File: src/design/fab_pkg.sv
// Shared types, codes and constants of the frame bitmap allocator.
// Used by the controller, the datapath, the top level and the checker.
package fab_pkg;

    localparam int FRAME_W          = 12;
    localparam int WORD_W           = 32;
    localparam int BIT_IDX_W        = 5;
    localparam int WORD_IDX_W       = FRAME_W - BIT_IDX_W;
    localparam int FIELD_WORDS      = 128;
    localparam int BITMAP_WORDS_DEF = 128;
    localparam int CFG_W            = 8;
    localparam int S_TDATA_W        = 16;
    localparam int M_TDATA_W        = 16;
    localparam int S_TUSER_W        = 1;
    localparam int M_TUSER_W        = 2;

    localparam logic [WORD_W-1:0] FULL_WORD         = 32'hFFFF_FFFF;
    localparam logic [CFG_W-1:0]  FRAME_WORDS_RESET = 8'd128;

    typedef enum logic {
        OP_ALLOC = 1'b0,
        OP_FREE  = 1'b1
    } op_t;

    typedef enum logic [1:0] {
        STATUS_OK      = 2'd0,
        STATUS_MAPPED  = 2'd1,
        STATUS_NO_FREE = 2'd2,
        STATUS_NOTHING = 2'd3
    } status_t;

    typedef enum logic [2:0] {
        S_IDLE,
        S_SCAN,
        S_FREE_RD,
        S_FREE_WR,
        S_DONE
    } state_t;

    typedef struct packed {
        logic    accept;
        logic    scan;
        logic    free_rd;
        logic    free_wr;
        logic    status_we;
        status_t status_val;
        logic    load_out;
    } cmd_t;

    typedef struct packed {
        logic in_is_free;
        logic in_pf_zero;
        logic in_word_in_range;
        logic limit_zero;
        logic found;
        logic exhausted;
        logic out_free;
    } sts_t;

endpackage

File: src/design/fab_ctrl.sv
// Controller of the frame bitmap allocator: sequences accept, scan, free and output.
// Depends on fab_pkg; drives the datapath through cmd_t and reads sts_t.
module fab_ctrl (
    input  logic          aclk,
    input  logic          aresetn,
    input  logic          s_tvalid,
    output logic          s_tready,
    input  fab_pkg::sts_t sts,
    output fab_pkg::cmd_t cmd
);
    import fab_pkg::*;

    state_t state_reg, state_next;

    always_ff @(posedge aclk) begin
        if (!aresetn) begin
            state_reg <= S_IDLE;
        end else begin
            state_reg <= state_next;
        end
    end

    always_comb begin
        state_next = state_reg;
        unique case (state_reg)
            S_IDLE: begin
                if (s_tvalid) begin
                    if (!sts.in_is_free) begin
                        if (!sts.in_pf_zero || sts.limit_zero) begin
                            state_next = S_DONE;
                        end else begin
                            state_next = S_SCAN;
                        end
                    end else if (!sts.in_pf_zero && sts.in_word_in_range) begin
                        state_next = S_FREE_RD;
                    end else begin
                        state_next = S_DONE;
                    end
                end
            end
            S_SCAN: begin
                if (sts.found || sts.exhausted) begin
                    state_next = S_DONE;
                end
            end
            S_FREE_RD: state_next = S_FREE_WR;
            S_FREE_WR: state_next = S_DONE;
            S_DONE: begin
                if (sts.out_free) begin
                    state_next = S_IDLE;
                end
            end
            default: state_next = S_IDLE;
        endcase
    end

    always_comb begin
        cmd      = '0;
        s_tready = 1'b0;
        unique case (state_reg)
            S_IDLE: begin
                s_tready = 1'b1;
                if (s_tvalid) begin
                    cmd.accept    = 1'b1;
                    cmd.status_we = 1'b1;
                    if (!sts.in_is_free) begin
                        if (!sts.in_pf_zero) begin
                            cmd.status_val = STATUS_MAPPED;
                        end else if (sts.limit_zero) begin
                            cmd.status_val = STATUS_NO_FREE;
                        end else begin
                            cmd.status_val = STATUS_OK;
                        end
                    end else if (sts.in_pf_zero) begin
                        cmd.status_val = STATUS_NOTHING;
                    end else begin
                        cmd.status_val = STATUS_OK;
                    end
                end
            end
            S_SCAN: begin
                cmd.scan = 1'b1;
                if (sts.found) begin
                    cmd.status_we  = 1'b1;
                    cmd.status_val = STATUS_OK;
                end else if (sts.exhausted) begin
                    cmd.status_we  = 1'b1;
                    cmd.status_val = STATUS_NO_FREE;
                end
            end
            S_FREE_RD: cmd.free_rd = 1'b1;
            S_FREE_WR: cmd.free_wr = 1'b1;
            S_DONE:    cmd.load_out = sts.out_free;
            default: begin
                cmd = '0;
            end
        endcase
    end

endmodule

File: config.mk
export PLATFORM = sky130hd
export DESIGN_NAME = fab_ctrl
export DESIGN_NICKNAME = d
export VERILOG_FILES = /design/src/design/fab_pkg.sv /design/src/design/fab_ctrl.sv
export SDC_FILE = /design/constraint.sdc
export NUM_CORES = 1
export LEC_CHECK = 0
export ABC_AREA = 1
export BUFFER_PORTS_ARGS = -buffer_cell sky130_fd_sc_hd__buf_2
export CAP_MARGIN = 20
export CORE_AREA = 10 10 47 49
export DETAILED_ROUTE_END_ITERATION = 16
export DIE_AREA = 0 0 57 59
export GPL_ROUTABILITY_DRIVEN = 0
export SLEW_MARGIN = 10
export SYNTH_ARGS = -nofsm -noshare
export SYNTH_HDL_FRONTEND = slang
export SYNTH_SLANG_ARGS = --single-unit
File: constraint.sdc
create_clock -name aclk -period 2.9 [get_ports aclk]
set_input_delay 0.145 -clock aclk [delete_from_list [all_inputs] [get_ports aclk]]
set_output_delay 0.145 -clock aclk [all_outputs]
set_load 0.05 [all_outputs]
# Yosys cells after proc, flatten, opt, wreduce, memory -nomap -nowiden
# Cells that the tools add are included.
[op_classes]
mux = 22
reduce_logical = 6
eq_ne = 7
[op_table]
columns = ["operator", "count"]
rows = [
  ["$mux W3", 9],
  ["$pmux W3 S5", 1],
  ["$mux W2", 4],
  ["$mux W1", 7],
  ["$eq A3 B2 Y1 const B", 2],
  ["$ne A2 B2 Y1 const B", 3],
  ["$pmux W3 S2", 1],
  ["$eq A3 B1 Y1 const B", 1],
  ["$eq A3 B3 Y1 const B", 1],
  ["$logic_not A3 Y1", 1],
  ["$reduce_and A3 Y1", 1],
  ["$logic_or A1 B1 Y1", 2],
  ["$logic_and A1 B1 Y1", 1],
  ["$logic_not A1 Y1", 1],
]
[totals]
input_bits = 10
word_cells = 36
register_bits = 3
output_inout_bits = 9

# Longest topological paths before layout
[logic_depth]
depth_word = 6
depth_mapped = 7
ltp_nobuf = 7

# Worst setup path after synthesis
# No wires, ideal clock.
[synth_timing]
kind = "reg2out"
start = "register state_reg[1]"
end = "output port cmd[2] in the netlist's numbering"
required_ns = 2.755
setup_slack_ns = 1.032
path_stages_with_launch = 6
t_arrival_ns = 1.723
n_path_buf = 0
cell_sequence = "dfxtp_1 > inv_1 > nand2_2 > nor2_4 > nand2_2 > o31ai_2"
[synth_lines]
columns = ["element", "line_no", "source"]
rows = [
  ["from (decl)", "fab_ctrl.sv:13", "state_t state_reg, state_next;"],
  ["from (signal assigned)", "fab_ctrl.sv:19", "state_reg <= state_next;"],
  ["to (decl)", "fab_ctrl.sv:9", "output fab_pkg::cmd_t cmd"],
]

==> results.py <==
metrics = {
    "cells_and_area": {
        "nNetsFinal": 83,
        "layout.cells.most_common_list": "buf_2 (18), nand2_1 (9), inv_1 (8), nand3_1 (6), nor2_1 (4)",
        "fin_cells": 88,
        "multi_input_area_um2": 198,
        "ff_latch_area_um2": 60.1,
        "flip_flop_count_of_the_largest_register_after_layout": 3,
        "layout-area-overhead-vs-synth_pct": 45.0,
        "final_layout_size_suffix_gt1_frac": 0.458,
        "final_common_cell": "buf_2",
        "number_of_antenna_cells_inserted": 0,
        "fillerInstances": 165,
    },
    "drt": {
        "ant_nets": 0,
        "vias_per_cell": 4.23,
        "number_of_vias_after_detailed_routing": 372,
        "remaining_drc_errors": 0,
        "dr.pass1.iters": 4,
        "post_drt_wl_per_cell_um": 10.0,
        "detailedRoute.firstIterationViolations": 7,
        "detail_route.wirelength_um": 883,
    },
    "synth": {
        "post_synth_and_or_nand_nor_area_fraction": 0.541,
        "synth_top_family_by_area": "simple AND/OR/NAND/NOR gates",
        "yosysWarningCount": 0,
        "yosys.area.top_type_share": 0.198,
        "synth.net_count": 60,
        "yosys_register_bits": 3,
        "top_area_cells_in_the_synthesized_netlist": "dfxtp_1 (20%), nand2_1 (11%), nand3_1 (9.9%)",
        "syn_inst": 50,
        "fraction_of_synthesized_cell_area_in_xor_and_xnor_cells": 0,
        "synth-compound-area-share": 0.112,
        "synth_mux_area_frac": 0,
        "post_syn_area_per_cell_um2": 6.06,
        "synth-adder-area-share": 0,
        "yosysUniqueCellTypes": 18,
        "synth.yosys.seq_area_share": 0.198,
        "synth_top_area_cell": "dfxtp_1",
        "synth_area_um2": 303,
    },
    "global_routing": {
        "grt_remaining_overflow": 0,
        "number_of_global_route_vias_before_repair": 360,
        "busiest_layer": "met2",
        "grt_max_degree": 6,
        "grt_first_pass_wirelength_um": 1460,
        "globalRouteMet3Util": 0.0300,
        "gr-usage-all-layers": 0.0535,
        "gr-usage-met1": 0.0508,
        "grt_antenna_before_repair": 0,
        "gr-usage-met2": 0.0992,
    },
    "timing": {
        "timing.fmax_mhz": 625,
        "finalClockSkew_ns": 0.00559,
        "rsz0062_at_grt": "no",
        "worst_slew_pin_slew_ns": 0.248,
        "timing.final.crit_period_ns": 1.60,
        "timing_max_transition_violations_final": 0,
        "fin_setup_tns_ns": 0,
        "max-slew-margin-rel": 0.834,
        "min_period_over_period": 0.552,
        "final-setup-viol-count": 0,
        "timing.final.hold_violations": 0,
    },
    "floorplan": {
        "die_outline_area_mm2": 0.00336,
        "core_area_mm2": 0.00140,
        "num_io_pins": 19,
        "initial_core_util": 0.216,
        "horizontal_die_dimension_um": 57,
        "die_y_um": 59,
        "std_cell_rows": 14,
    },
    "power": {
        "pwr_density_cell_mw_per_mm2": 813,
        "max_rail_drop_vdd_mv": 0.288,
        "power.static_leakage_uw": 0.000258,
    },
    "clocking": {
        "clk_transition_reported_paths_ns": 0.04,
        "cts-root-buf": "clkbuf_4",
        "cts_setup_buffers": 0,
        "ctsHoldBuffers": 0,
        "tritoncts.num_buffers": 3,
        "clock_tree.buffer_depth": 2,
        "cts-htree-levels": 1,
        "post_cts_resized": 0,
        "tritoncts": "yes",
        "insertion_delay_ns": 0.23,
        "clock_sink_count": 3,
    },
    "setup_path": {
        "timing.critical_path.fanout_max": 5,
        "cp.arrival_ns": 1.46,
        "timing_worst_setup_path_type": "flop to output port",
        "crit_required_ns": 2.76,
        "timing.critical_path.from_type": "flop",
        "setup.worst_path.end_class": "output port",
    },
    "min_path": {
        "hp-class": "primary input to flop",
    },
    "status": {
        "status": "completed",
    },
    "run": {
        "cap_viol_max_count": 0,
    },
    "placed_design": {
        "io_buffer_count": 18,
        "post_dp_hpwl_um": 777,
        "place.detailed.instances": 84,
    },
}
## final cells by class
class,instances,share of cell area
Sequential cell,3,0.137
Multi-Input combinational cell,35,0.450
Clock buffer,4,0.0598
Tap cell,16,0.0456
Timing Repair Buffer,18,0.205
Inverter,12,0.103
## power breakdown
group	switching, µW	internal, µW
logic	166	57.0
clock network	20.9	51.5
registers	12.1	49.8
total	199	158
## final timing paths
path / depth (start not counted) / start / slack (ns) / end
min: 3 / aresetn / 0.16 / state_reg[1]
min reg2reg: 4 / state_reg[1] / 0.61 / state_reg[1]
max reg2reg: 5 / state_reg[2] / 1.87 / state_reg[0]
max: 6 / state_reg[1] / 1.30 / cmd[2]
## through the flow
step,area [µm²],hold slack (ns),setup WS (ns),util,total power (µW)
floorplan,303,0.277,1.03,-,240
global placement,413,0.403,1.57,0.295,287
detailed placement,413,0.400,1.54,0.295,288
CTS,439,0.155,1.28,0.313,364
global route,439,0.173,1.18,0.313,386
finish,439,0.163,1.30,0.313,357
## synthesized netlist by cell type
| library cell | instances |
|---|---|
| nand2_1 | 9 |
| nor3_1 | 2 |
| o21ai_1 | 1 |
| clkinv_1 | 1 |
| inv_1 | 8 |
| nor2_4 | 1 |
| dfxtp_1 | 3 |
| o31ai_2 | 1 |
| inv_2 | 3 |
| nor3b_2 | 1 |
| nand2_2 | 2 |
| or2_1 | 1 |
| a21oi_1 | 2 |
| nor2_1 | 4 |
| nor2_2 | 2 |
| nand3_2 | 2 |
| nand3_1 | 6 |
| a31oi_1 | 1 |
## metal layers
metal	vias up	part of all wire	wire, µm
met5	-	0	0
met1	160	0.39	344
met4	0	0	0
li1	202	-	-
met2	10	0.55	487
met3	0	0.058	51
## kinds of logic (layout without fill, tap and decap cells)
family	Yosys count	after routing
flip-flops	3	3
AND/OR/NAND/NOR	30	30
AO/OA/AOI/OAI	5	5
buffers and inverters	12	34
## worst max-delay path, stage by stage, from the launching register on
cell,delay [ns]
dfxtp_1,0.32
inv_1,0.11
nand2_2,0.09
nor2_4,0.13
nand2_2,0.11
o31ai_2,0.17
buf_2,0.29
(Power assumes the default switching activity.)
